[src/rtl/core/hsec_pkg.sv]
// Package with shared constants and elaboration-time helpers for the Hamming SEC block.
`timescale 1ns / 1ps

package hsec_pkg;

    localparam int MAX_CODE_BITS_DEF = 63;
    localparam int DATA_LIMIT_CAP    = 57;
    localparam int CFG_W             = 6;
    localparam int DATA_LENGTH_RESET = 4;
    localparam int APB_DATA_W        = 32;
    localparam int APB_ADDR_W        = 2;

    localparam logic [APB_ADDR_W-1:0] REG_DATA_LENGTH = 2'd0;

    localparam logic CMD_ENCODE = 1'b0;
    localparam logic CMD_CHECK  = 1'b1;

    // Least r with 2^r >= m + r + 1, capped at seven.
    function automatic int check_bits(input int m);
        int res;
        res = 0;
        for (int i = 0; i < 7; i++) begin
            if (res == i && (1 << i) < m + i + 1) begin
                res = i + 1;
            end
        end
        return res;
    endfunction

    // Largest data length whose codeword fits in maxc positions.
    function automatic int max_data(input int maxc);
        int res;
        res = 1;
        for (int m = 1; m <= DATA_LIMIT_CAP; m++) begin
            if (m + check_bits(m) <= maxc) begin
                res = m;
            end
        end
        return res;
    endfunction

    // A zero length counts as one, and a long one saturates at the limit.
    function automatic int eff_m(input int raw, input int lim);
        int res;
        res = raw;
        if (raw == 0) begin
            res = 1;
        end else if (raw > lim) begin
            res = lim;
        end
        return res;
    endfunction

    function automatic logic [63:0] low_mask64(input int n);
        logic [63:0] res;
        if (n >= 64) begin
            res = '1;
        end else begin
            res = (64'd1 << n) - 64'd1;
        end
        return res;
    endfunction

    function automatic bit is_pow2(input int k);
        return (k & (k - 1)) == 0;
    endfunction

    function automatic int flog2(input int k);
        int res;
        res = 0;
        for (int i = 0; i < 7; i++) begin
            if ((k >> i) != 0) begin
                res = i;
            end
        end
        return res;
    endfunction

    // Data bit that lands at a position which is not a power of two.
    function automatic int data_index(input int k);
        return k - 2 - flog2(k);
    endfunction

    // Positions 1..63 whose index has bit i set; bit k-1 stands for position k.
    function automatic logic [63:0] syn_pos_mask(input int i);
        logic [63:0] res;
        res = '0;
        for (int k = 1; k < 64; k++) begin
            if (((k >> i) & 1) != 0) begin
                res[k-1] = 1'b1;
            end
        end
        return res;
    endfunction

endpackage

[src/rtl/core/hsec_codec.sv]
// Combinational Hamming encoder and single-error corrector.
`timescale 1ns / 1ps

module hsec_codec #(
    parameter int DATA_W = 57,
    parameter int CODE_W = 63,
    parameter int SYN_W  = 6
) (
    input  logic              i_command,
    input  logic [DATA_W-1:0] i_data_bits,
    input  logic [CODE_W-1:0] i_code_bits,
    input  logic [DATA_W-1:0] i_data_mask,
    input  logic [CODE_W-1:0] i_code_mask,
    input  logic [SYN_W-1:0]  i_code_len,
    output logic [CODE_W-1:0] o_codeword,
    output logic [SYN_W-1:0]  o_syndrome,
    output logic              o_error_detected,
    output logic              o_uncorrectable
);

    logic [DATA_W-1:0] data_m;
    logic [CODE_W-1:0] enc_raw;
    logic [CODE_W-1:0] enc_word;
    logic [CODE_W-1:0] chk_word;
    logic [CODE_W-1:0] flip;
    logic [SYN_W-1:0]  enc_par;
    logic [SYN_W-1:0]  chk_syn;
    logic              chk_unc;

    assign data_m   = i_data_bits & i_data_mask;
    assign chk_word = i_code_bits & i_code_mask;
    assign chk_unc  = chk_syn > i_code_len;

    for (genvar k = 1; k <= CODE_W; k++) begin : g_pos
        if (hsec_pkg::is_pow2(k)) begin : g_chk
            assign enc_raw[k-1]  = 1'b0;
            assign enc_word[k-1] = enc_par[hsec_pkg::flog2(k)];
        end else begin : g_dat
            assign enc_raw[k-1]  = data_m[hsec_pkg::data_index(k)];
            assign enc_word[k-1] = enc_raw[k-1];
        end
        assign flip[k-1] = (chk_syn == SYN_W'(k)) && !chk_unc;
    end

    for (genvar i = 0; i < SYN_W; i++) begin : g_syn
        localparam logic [CODE_W-1:0] PosMask = CODE_W'(hsec_pkg::syn_pos_mask(i));
        assign enc_par[i] = ^(enc_raw & PosMask);
        assign chk_syn[i] = ^(chk_word & PosMask);
    end

    always_comb begin
        if (i_command == hsec_pkg::CMD_CHECK) begin
            o_codeword       = chk_word ^ flip;
            o_syndrome       = chk_syn;
            o_error_detected = |chk_syn;
            o_uncorrectable  = chk_unc;
        end else begin
            o_codeword       = enc_word & i_code_mask;
            o_syndrome       = '0;
            o_error_detected = 1'b0;
            o_uncorrectable  = 1'b0;
        end
    end

endmodule

[config.mk]
export PLATFORM = sky130hd
export DESIGN_NAME = hsec_codec
export DESIGN_NICKNAME = d
export VERILOG_FILES = /design/src/rtl/core/hsec_pkg.sv /design/src/rtl/core/hsec_codec.sv
export SDC_FILE = /design/constraint.sdc
export NUM_CORES = 1
export LEC_CHECK = 0
export BUFFER_PORTS_ARGS = -buffer_cell sky130_fd_sc_hd__buf_2
export CORE_AREA = 2 2 122 124
export DETAILED_ROUTE_END_ITERATION = 6
export DIE_AREA = 0 0 124 126
export PLACE_DENSITY_LB_ADDON = 0.05
export SETUP_SLACK_MARGIN = 0.3
export SLEW_MARGIN = 10
export SYNTH_ARGS = -nofsm -noshare
export SYNTH_HDL_FRONTEND = slang
export SYNTH_SLANG_ARGS = --single-unit
export TNS_END_PERCENT = 10
[constraint.sdc]
create_clock -name vclk -period 10.3
set_clock_uncertainty 0.05 [all_clocks]
set_input_delay 0.515 -clock vclk [all_inputs]
set_output_delay 0.515 -clock vclk [all_outputs]
set_load 0.01 [all_outputs]
# Word-level counts from Yosys, hierarchy flattened
# Index checks and enable logic that the tools add are counted.
[word_totals]
register_bits = 0
latchBits = 0
ramBits = 0
romBits = 0
inputBits = 247
out_inout_bits = 71
wordCells = 149
memories = 0
[classes]
add_sub_neg = 0
mul = 0
div_mod_pow = 0
n_lt_le_gt_ge = 1
n_eq_ne = 63
shift = 0
n_mux = 4
bitwise = 4
n_reduce_logical = 77
[op_table]
columns = ["operator", "count"]
rows = [
  ["63-bit XOR reduction", 12],
  ["6-bit == test (second input constant)", 32],
  ["63-bit bitwise AND", 2],
  ["6-bit by 5-bit == test with 1-bit output (second input constant)", 16],
  ["1-bit logical AND", 63],
  ["63-bit 2-to-1 mux", 1],
  ["63-bit bitwise XOR", 1],
  ["57-bit bitwise AND", 1],
  ["6-bit by 4-bit == test with 1-bit output (second input constant)", 8],
  ["6-bit by 3-bit == test with 1-bit output (second input constant)", 4],
  ["6-bit by 2-bit == test with 1-bit output (second input constant)", 2],
  ["6-bit by 1-bit == test with 1-bit output (second input constant)", 1],
  ["6-bit greater-than comparator", 1],
  ["6-bit 2-to-1 mux", 1],
  ["6-bit OR reduction", 1],
  ["1-bit 2-to-1 mux", 2],
  ["1-bit zero test", 1],
]

# Longest topological paths before layout
# Gate-level depths: netlist of run 1.
[logic_depth]
depth_word = 7
ltp_mapped = 18

# Worst setup path after synthesis of run 1
# Ideal clock, no wire load.
[synth_timing]
path_kind = "input -> output"
from = "input i_code_mask[38]"
to = "output o_codeword[42]"
t_arrival_ns = 4.213
required_time_ns = 9.735
slack_ns = 5.522
cell_stages = 18
cell_sequence = "nand2_1 -> xor2_1 -> xnor3_1 -> xnor2_1 -> xor3_1 -> xnor2_1 -> ha_1 -> nor2b_1 -> o21ai_0 -> nand2b_1 -> inv_1 -> o31a_1 -> o22ai_1 -> mux2i_4 -> nand3_1 -> clkbuf_1 -> nor2_1 -> o311ai_1"
[synth_via]
elab_chain_len = 7
[synth_lines]
columns = ["element", "line", "source"]
rows = [
  ["start: declaration", "hsec_codec.sv:13", "input logic [CODE_W-1:0] i_code_mask,"],
  ["63-bit bitwise AND *", "hsec_codec.sv:31", "assign chk_word = i_code_bits & i_code_mask;"],
  ["63-bit XOR reduction", "hsec_codec.sv:48", "assign chk_syn[i] = ^(chk_word & PosMask);"],
  ["6-bit greater-than comparator", "hsec_codec.sv:32", "assign chk_unc = chk_syn > i_code_len;"],
  ["1-bit zero test", "hsec_codec.sv:42", "assign flip[k-1] = (chk_syn == SYN_W'(k)) && !chk_unc;"],
  ["1-bit logical AND *", "hsec_codec.sv:42", ""],
  ["63-bit bitwise XOR *", "hsec_codec.sv:53", "o_codeword = chk_word ^ flip;"],
  ["63-bit 2-to-1 mux *", "hsec_codec.sv:52", "if (i_command == hsec_pkg::CMD_CHECK) begin"],
  ["end: declaration", "hsec_codec.sv:15", "output logic [CODE_W-1:0] o_codeword,"],
]
# Every way passes the cells marked *; elsewhere a longest branch is shown, timed or not.

# Worst setup path in the final report of run 1
[layout_timing]
from = "input i_code_mask[38]"
to = "output o_codeword[24]"
# The elaborated chain is that of the path after synthesis.

==> qor.yml, run 1 <==
logic_synthesis:
  netlist_area_sq_um: 5029
  yosysUniqueCellTypes: 41
  synth-warning-count: 0
  avgSynthCellArea_sq_um: 6.634
  ys_seq_area_share_pct: 0
  synth_nets: 1010
  postSynthCellCount: 758
critical_path:
  start_kind: "primary input"
  cp_cell_sequence: "buf_2, nand2_1, xor2_1, xnor3_1, xnor2_1, xor3_1, xnor2_1, ha_1, nor2b_1, o21ai_0, nand2b_1, inv_1, a21oi_1, a2bb2oi_1, mux2i_4, buf_4, nand3_1, or3b_1, nand2_1, buf_2"
  crit_end: "o_codeword[24]"
  cp.depth: 20
  crit_type: "in -> out"
  cp_top_family: "XOR/XNOR gates"
  max_stage_delay_ps: 570
  critPathCaptureType: "output port"
  crit_start: "i_code_mask[38]"
  critPathMaxFanout: 33
  slowest_stage: "xor3_1"
  worst-path-buf-inv: 4
  cp.arrival_ps: 5540
  worst-endpoint-required_ps: 9740
floorplanning:
  io-pin-count: 318
  initial_core_util_pct: 35.13
  die_x_um: 124
  die_y_um: 126
  core-area_sq_um: 14310
  rows: 44
  dieArea_sq_um: 15620
pwr:
  powerDensity_nw_per_um2: 269.5
  ir_drop_mv: 0.2118
  leakagePower_nw: 3.120
  fin_total_pwr_mw: 1.824
sta:
  rsz0062_at_grt: "false"
  period_minus_slack_ps: 6103
  finalCritPeriodShare_pct: 59.25
  tightest_slew_ps: 1273
  finalHoldWorstSlack_ps: 1315
  finalSetupViolations: 0
  finalHoldViolCount: 0
  final_max_slew_viol_count: 0
  relSlewSlack_pct: 15.12
  clock.fmax_mhz: 163.9
  finalSetupTns_ps: 0
grt:
  grt_max_degree: 63
  grt_pass1_vias: 6193
  antenna_found_initial: 2
  grt_pass1_wl_um: 37000
  grtUsageTotal_pct: 31.91
  grt-ovfl-total: 0
hold_path:
  hold_class: "in -> out"
  min_from: "i_code_mask[28]"
layout:
  clkbuf_count: 0
  fillers: 1609
  multiInputGateArea_sq_um: 4797
  area_growth_pct: 34.64
  seq_area_sq_um: 0
  layout_commonest_cell: "buf_2"
  finish.instance_area_sq_um: 6770
  nNetsFinal: 1301
  nFlopsAndLatches: 0
  final_cell_mix: "buf_2, nand2_1, xnor2_1, nor2_1, or3b_1"
  final_util_pct: 47.30
  drive_above_1_share_pct: 32.09
outcome:
  status: "finished, final reports clean"
place:
  gp_congestion: 0.9173
  detailed_place.area_sq_um: 6761
  io_buffer_count: 318
  dp.final_hpwl_um: 22560
route:
  num_vias: 6766
  ant_nets: 0
  drc_errors: 0
  wire_per_inst_um: 21.64
  initialDrtViolationCount: 574
  wl_um: 26690
  firstDrtPassIters: 5
  routed_via_density: 5.487
clock_network:
  post_cts_buffers: 0
  ctsResizeCount: 0
  ctsHoldBuffers: 0
flow_run:
  drv_cap: 0
-- tightest hold or removal path: stages --
cell	delay, ps
buf_2	90
o21ai_0	70
nand2_1	60
buf_2	120
-- power by group --
group / total (mW) / switching [mW] / internal [mW]
clock network: 0.000000287 / 0 / 0.000000287
registers: 0 / 0 / 0
logic: 1.82 / 1.26 / 0.560
-- stage by stage --
step	instances	setup WS [ps]
floorplan	758	5522
global placement	1231	4324
detailed placement	1231	4318
CTS	1231	4283
global route	1232	3812
finish	1233	4197
-- metal layers --
layer | wire length (um) | share of wire (%) | vias up | GRT usage, %
li1 | - | - | 3257 | -
met1 | 10710 | 40 | 3070 | 40.77
met2 | 12470 | 47 | 391 | 53.56
met3 | 2276 | 8.5 | 48 | 3.986
met4 | 1227 | 4.6 | 0 | 13.48
met5 | 0 | 0 | - | 0
-- Yosys cell counts (4+ instances only) --
library cell | number | area share (%)
o2111ai_1 | 23 | 4.0
nand3_1 | 30 | 3.0
o21ai_0 | 41 | 4.1
o311ai_0 | 9 | 1.6
nor2_1 | 44 | 3.3
xnor2_1 | 174 | 30
xor2_1 | 31 | 5.4
xnor3_1 | 8 | 3.6
o311ai_1 | 15 | 2.6
nand2_1 | 193 | 14
ha_1 | 5 | 1.2
or3b_1 | 42 | 7.3
o221ai_1 | 5 | 0.87
and2_1 | 5 | 0.62
nand4_1 | 14 | 1.7
inv_1 | 21 | 1.6
clkbuf_1 | 28 | 2.1
xnor2_2 | 4 | 1.3
buf_2 | 8 | 0.80
a41oi_1 | 28 | 4.9
-- final cells by class --
class / instances / area share, %
Inverter: 23 / 1.275
Timing Repair Buffer: 326 / 24.39
Antenna cell: 2 / 0.07392
Multi-Input combinational cell: 698 / 70.86
Tap cell: 184 / 3.400
-- worst min-delay path by stage --
stage	to	slack (ps)	cells past startpoint
after floorplan	o_codeword[0]	1110	2
after global placement	o_codeword[16]	1310	4
after detailed placement	o_codeword[28]	1310	4
after CTS	o_codeword[28]	1320	4
after global routing	o_codeword[30]	1350	4
final	o_codeword[28]	1310	4
-- kinds of logic (layout without fill, tap and decap cells) --
family	after synthesis	count (layout)	share of synthesized area (%)
compound gates	137	137	20.20
xor+xnor	220	220	42.08
fa+ha+maj	6	6	1.443
buf+inv	60	349	4.678
mux	1	1	0.4478
other cells	0	2	0
simple gates	334	334	31.15
(Power assumes the default switching activity.)
==> run 2: changes to the inputs <==
--- a/config.mk
+++ b/config.mk
@@ -5,10 +5,12 @@
 export SDC_FILE = /design/constraint.sdc
 export NUM_CORES = 1
 export LEC_CHECK = 0
+export ABC_AREA = 1
 export BUFFER_PORTS_ARGS = -buffer_cell sky130_fd_sc_hd__buf_2
-export CORE_AREA = 2 2 122 124
+export CORE_ASPECT_RATIO = 0.6
+export CORE_MARGIN = 1
+export CORE_UTILIZATION = 44
 export DETAILED_ROUTE_END_ITERATION = 6
-export DIE_AREA = 0 0 124 126
 export PLACE_DENSITY_LB_ADDON = 0.05
 export SETUP_SLACK_MARGIN = 0.3
 export SLEW_MARGIN = 10
==> constraint.sdc (replaced) <==
create_clock -name vclk -period 5.2
set_clock_uncertainty 0.05 [all_clocks]
set_input_delay 0.26 -clock vclk [all_inputs]
set_output_delay 0.26 -clock vclk [all_outputs]
set_load 0.01 [all_outputs]
==> run 2 against run 1 <==
Against the previous run: the run now ends with design-rule violations left; synthesized cell count is 49% higher; sequential share of layout area unchanged; combinational power is 25% higher; critical path depth increased by 3; worst setup slack lost 3100 ps; first-iteration DRC count fell by 12%; core utilization increased by 11 points; global-route usage down 1.4 points; highest routed layer unchanged; hold slack worse by 520 ps.
==> qor.yml, run 2 <==
pwr:
  ir_drop_mv: 0.4117  # +94%
  combPwrFrac_pct: 100.0  # about the same
  clockPowerShare_pct: 0  # unchanged
  powerDensity_nw_per_um2: 298.6  # +11%
  swShare_pct: 69.45  # +0.14 points
  internal_power_mw: 0.6977  # +25%
  p_seq_share_pct: 0  # unchanged
  leakagePower_nw: 4.583  # +47%
  p_switching_mw: 1.586  # +25%
hold_path:
  min_path_cells: 4  # unchanged
  min_to: "o_codeword[12]"
  min_from: "i_code_mask[12]"
  hold_class: "in -> out"
flow_run:
  drv_cap: 0  # unchanged
floorplanning:
  core-area_sq_um: 13050  # -8.8%
  die_x_um: 152.4  # +23%
  die_y_um: 92.26  # -27%
  initial_core_util_pct: 45.77  # +11 points
  io-pin-count: 318  # unchanged
  dieArea_sq_um: 14060  # -10%
  rows: 32  # -27%
critical_path:
  worst-endpoint-required_ps: 4890  # -4850 ps
  critPathCaptureType: "output port"
  start_kind: "primary input"
  critPathMaxFanout: 35  # +6.1%
  worst-path-buf-inv: 5  # +1
  cp_top_family: "simple AND/OR/NAND/NOR gates"
  max_stage_delay_ps: 390  # -180 ps
  cp_cell_sequence: "buf_2, nand2_1, xnor2_2, xor2_1, nor2_1, clkinv_1, nand2_1, xor2_4, nand3b_4, nand2_2, ha_1, nand2_1, inv_1, nand2_1, nor2_1, nand3_1, nand2_4, buf_4, nand2_1, nand2_1, nand3_1, nand2_1, buf_2"
  crit_type: "in -> out"
  slowest_stage: "buf_4"
  cpMostUsedCell: "nand2_1"
  cp.arrival_ps: 3790  # -1750 ps
sta:
  rsz0062_at_grt: "false"
  period_minus_slack_ps: 4099
  finalHoldViolCount: 0  # unchanged
  finalSetupTns_ps: 0  # unchanged
  finalSetupViolations: 0  # unchanged
  tightest_slew_ps: 755.3  # -518.0 ps
  clock.fmax_mhz: 244.0
  relSlewSlack_pct: 49.65  # +35 points
  finalCritPeriodShare_pct: 78.82
  final_max_slew_viol_count: 0  # unchanged
  worst_slack_ps: 1101  # -3096 ps
logic_synthesis:
  netlist_area_sq_um: 5974  # +19%
  yosysMostFrequentCell: "nand2_1"
  synth_nets: 1383  # +37%
  yosys.area.top_type: "nand2_1"
  synth_top_area_share_pct: 27.14  # -3.2 points
  avgSynthCellArea_sq_um: 5.282  # -20%
  synth-warning-count: 0  # unchanged
  ys_seq_area_share_pct: 0  # unchanged
  netlist_top_cells_count: "nand2_1, nand3_1, xnor2_1, inv_1, xor2_1"
  postSynthCellCount: 1131  # +49%
  yosysUniqueCellTypes: 28  # -32%
  synth_area_leaders: "nand2_1, xnor2_1, nand3_1"
route:
  drc_errors: 14  # +14
  num_vias: 8018  # +19%
  firstDrtPassIters: 7  # +2
  initialDrtViolationCount: 503  # -12%
  routed_via_density: 5.040  # -8.2%
  ant_nets: 0  # unchanged
  wl_um: 22280  # -17%
  wire_per_inst_um: 14.00  # -35%
grt:
  grtUsageTotal_pct: 30.52  # -1.4 points
  grt-ovfl-total: 0  # unchanged
  grt_max_degree: 68  # +7.9%
  antenna_found_initial: 0  # -2
  grt_pass1_wl_um: 34620  # -6.4%
  grt_pass1_vias: 6846  # +11%
place:
  place_ws_ps: 1125  # -3193 ps
  gp_congestion: 0.9416  # +2.6%
  io_buffer_count: 318  # unchanged
  dp.final_hpwl_um: 18810  # -17%
layout:
  clkbuf_count: 0  # unchanged
  drive_above_1_share_pct: 26.25  # -5.8 points
  insertedDiodeCount: 0  # -2
  nFlopsAndLatches: 0  # unchanged
  area_growth_pct: 28.00
  fillers: 1414  # -12%
  layout_commonest_cell: "nand2_1"
  seq_area_sq_um: 0  # unchanged
  nNetsFinal: 1675  # +29%
  final_cell_mix: "nand2_1, buf_2, nand3_1, xnor2_1, inv_1"
clock_network:
  post_cts_buffers: 0  # unchanged
  ctsResizeCount: 0  # unchanged
  ctsHoldBuffers: 0  # unchanged
outcome:
  status: "finished, violations left"
  violations: "design-rule violations"
[run 2: cell type report]
type                       instances  area, sq um  area share (%)
multi-input combinational        992         5399           70.60
tap                              170        212.7           2.781
timing repair buffer             322         1634           21.37
inverter                         107        401.6           5.252
[run 2: metrics by stage]
step                      std cells  cell area, sq um  power, mW  hold WS [ps]  utilization, %
after floorplan                1131              5974      1.687         608.5               -
after global placement         1591              7647      2.212         796.6           58.59
after detailed placement       1591              7647      2.236         803.7           58.59
after CTS                      1591              7647      2.246         803.5           58.59
after global routing           1591              7647      2.491         822.1           58.59
final                          1591              7647      2.283         797.8           58.59
[run 2: worst max-delay path by stage]
stage	start	endpoint	slack, ps	depth (start not counted)
floorplan	i_code_mask[60]	o_codeword[37]	2010	24
global placement	i_code_mask[60]	o_codeword[59]	1190	26
detailed placement	i_code_mask[53]	o_codeword[62]	1130	23
CTS	i_code_mask[53]	o_codeword[62]	1110	23
global route	i_code_mask[42]	o_codeword[2]	720	27
finish	i_code_mask[53]	o_codeword[62]	1100	23
[run 2: cells by family after synthesis]
kind of cell | after synthesis | synth area share, %
compound gates | 7 | 0.7120
xor+xnor | 212 | 32.34
fa+ha+maj | 5 | 1.047
buf+inv | 139 | 9.717
simple gates | 768 | 56.19
[run 2: per-layer routing]
metal  global-route usage [%]  share of wire [%]  vias up
met3                    3.166                7.5       14
li1                         -                  -     4159
met2                    48.96                 43      286
met4                    2.441               0.92        0
met1                    45.05                 49     3559
met5                        0                  0        -
[run 2: worst min-delay path, cell delays in order]
cell and delay, ps:
buf_2 80, nand3_1 60, nand2_1 60, buf_2 120
[run 2: power by group through the flow]
stage | logic (mW) | clock network [mW] | registers (mW)
2_1_floorplan | 1.69 | 0 | 0
3_3_place_gp | 2.21 | 0 | 0
3_5_place_dp | 2.24 | 0 | 0
4_1_cts | 2.25 | 0 | 0
5_1_grt | 2.49 | 0 | 0
6_report | 2.28 | 0 | 0
==> run 3: changes to the inputs <==
==> constraint.sdc (replaced) <==
create_clock -name vclk -period 3.7
set_clock_uncertainty 0.05 [all_clocks]
set_input_delay 0.185 -clock vclk [all_inputs]
set_output_delay 0.185 -clock vclk [all_outputs]
set_load 0.01 [all_outputs]
==> run 3 against run 2 <==
Against the previous run: the run still ends with design-rule violations left; hold slack worse by 150 ps; sequential cell count unchanged; power up 110%; routed wire length up 13%; first-iteration DRC count up 35%; critical path depth up 5; via count up 7.1%; worst setup slack worse by 960 ps; combinational power up 110%; critical path type unchanged.
==> qor.yml, run 3 (synthesis results as in run 2) <==
sta:
  clock.fmax_mhz: 281.4
  tightest_slew_ps: 792.5  # +37.24 ps
  finalHoldWorstSlack_ps: 649.4  # -148.4 ps
  final_max_slew_viol_count: 0  # unchanged
  rsz0062_at_grt: "true"
  finalSetupTns_ps: 0  # unchanged
  finalSetupViolations: 0  # unchanged
  finalCritPeriodShare_pct: 96.05
  period_minus_slack_ps: 3554
  relSlewSlack_pct: 47.16  # -2.5 points
  finalHoldViolCount: 0  # unchanged
layout:
  drive_above_1_share_pct: 38.17  # +12 points
  nFlopsAndLatches: 0  # unchanged
  nNetsFinal: 1721  # +2.7%
  area_growth_pct: 54.35
  insertedDiodeCount: 0  # unchanged
  seq_area_sq_um: 0  # unchanged
  final_cell_mix: "nand2_1, buf_2, nand3_1, xnor2_1, inv_1"
  layout_commonest_cell: "nand2_1"
  clkbuf_count: 0  # unchanged
place:
  io_buffer_count: 318  # unchanged
  gp_congestion: 0.9305  # -1.2%
  dp.final_hpwl_um: 18740  # -0.41%
route:
  num_vias: 8591  # +7.1%
  ant_nets: 0  # unchanged
  drc_errors: 14  # unchanged
  wl_um: 25160  # +13%
  firstDrtPassIters: 7  # unchanged
  routed_via_density: 5.248  # +4.1%
  wire_per_inst_um: 15.37  # +9.8%
  initialDrtViolationCount: 681  # +35%
clock_network:
  ctsHoldBuffers: 0  # unchanged
critical_path:
  slowest_stage: "ha_4"
  cp_top_family: "simple AND/OR/NAND/NOR gates"
  max_stage_delay_ps: 270  # -120 ps
  cp.arrival_ps: 3320  # -470 ps
  start_kind: "primary input"
  critPathCaptureType: "output port"
  worst-path-buf-inv: 9  # +4
  worst-endpoint-required_ps: 3460  # -1430 ps
  critPathMaxFanout: 6  # -83%
  crit_type: "in -> out"
hold_path:
  hold_class: "in -> out"
  min_to: "o_codeword[23]"
  min_from: "i_code_mask[23]"
  min_path_cells: 4  # unchanged
flow_run:
  drv_cap: 0  # unchanged
grt:
  use_met1_pct: 45.41  # +0.36 points
  grtUsageTotal_pct: 31.99  # +1.5 points
  antenna_found_initial: 0  # unchanged
  grt_pass1_wl_um: 35960  # +3.9%
  grt_pass1_vias: 7331  # +7.1%
  grt-ovfl-total: 0  # unchanged
  grt_max_degree: 68  # unchanged
  top_usage_layer: "met2"
  grt_use_met2_pct: 52.27  # +3.3 points
  gr-usage-met3_pct: 3.875  # +0.71 points
outcome:
  status: "finished, violations left"
  violations: "design-rule violations"
floorplanning:
  dieArea_sq_um: 14060  # unchanged
  io-pin-count: 318  # unchanged
  die_y_um: 92.26  # unchanged
  rows: 32  # unchanged
  die_x_um: 152.4  # unchanged
  core-area_sq_um: 13050  # unchanged
  initial_core_util_pct: 45.77  # unchanged
pwr:
  combPwrFrac_pct: 100.0  # about the same
  internal_power_mw: 2.017  # +190%
  p_switching_mw: 2.772  # +75%
  leakagePower_nw: 5.220  # +14%
  ir_drop_mv: 0.4262  # +3.5%
  powerDensity_nw_per_um2: 519.3  # +74%
  p_seq_share_pct: 0  # unchanged
  clockPowerShare_pct: 0  # unchanged
  swShare_pct: 57.88  # -12 points
run 3: cell types whose count changed in the layout (fill, tap and decap cells not counted), sizes merged:
cell | previous run | this run
buf | 322 | 365
clkbuf | 0 | 2
bufbuf | 0 | 1
run 3: worst max path at each step:
stage                          from  slack, ps        endpoint  depth (start not counted)
floorplan           i_code_mask[60]        660  o_codeword[37]                         24
global placement    i_code_mask[46]        160   o_codeword[8]                         28
detailed placement  i_code_mask[46]        100  o_codeword[60]                         28
CTS                 i_code_mask[60]        240  o_codeword[60]                         29
global route        i_code_mask[44]          8  o_codeword[54]                         28
finish              i_code_mask[44]        150  o_codeword[54]                         28
run 3: layout make-up:
| cell class | count | area (sq um) |
|---|---|---|
| well taps | 170 | 212.7 |
| multi-input cells | 992 | 6259 |
| repair buffers | 368 | 2323 |
| inverters | 107 | 426.7 |
| fillers | 1182 | 3831 |
run 3: what timing repair did:
action                                  in CTS  in global routing
buffers inserted                             9                 27
endpoints found under the setup margin      63                 64
gates cloned                                 4                  2
pin swaps                                   14                 77
gates resized for setup                     50                183
run 3: tightest hold or removal path: cells and delay by family:
kind | cells | cell delay, ps
buffers and inverters | 2 | 210
AND/OR/NAND/NOR | 2 | 120
run 3: metrics by stage:
step / utilization, % / std cells / cell area (sq um) / setup slack, ps / power [mW]
after global placement: 58.91 / 1595 / 7690 / 163.7 / 3.239
after CTS: 62.29 / 1608 / 8130 / 240.9 / 4.022
final: 70.65 / 1637 / 9221 / 146.1 / 4.789
after detailed placement: 58.91 / 1595 / 7690 / 102.1 / 3.265
after global routing: 70.65 / 1637 / 9221 / 8.396 / 5.052
after floorplan: - / 1131 / 5974 / 659.6 / 2.371
run 3: power by group through the flow:
stage | registers (mW) | logic [mW] | clock network, mW
floorplan | 0 | 2.37 | 0
global placement | 0 | 3.24 | 0
global route | 0 | 5.05 | 0
detailed placement | 0 | 3.27 | 0
CTS | 0 | 4.02 | 0
finish | 0 | 4.79 | 0
run 3: metal layers:
layer / vias to the layer above / part of all wire [%]
met5: - / 0
met4: 0 / 1.8
met3: 40 / 8.8
met2: 405 / 45
met1: 3911 / 44
li1: 4235 / -
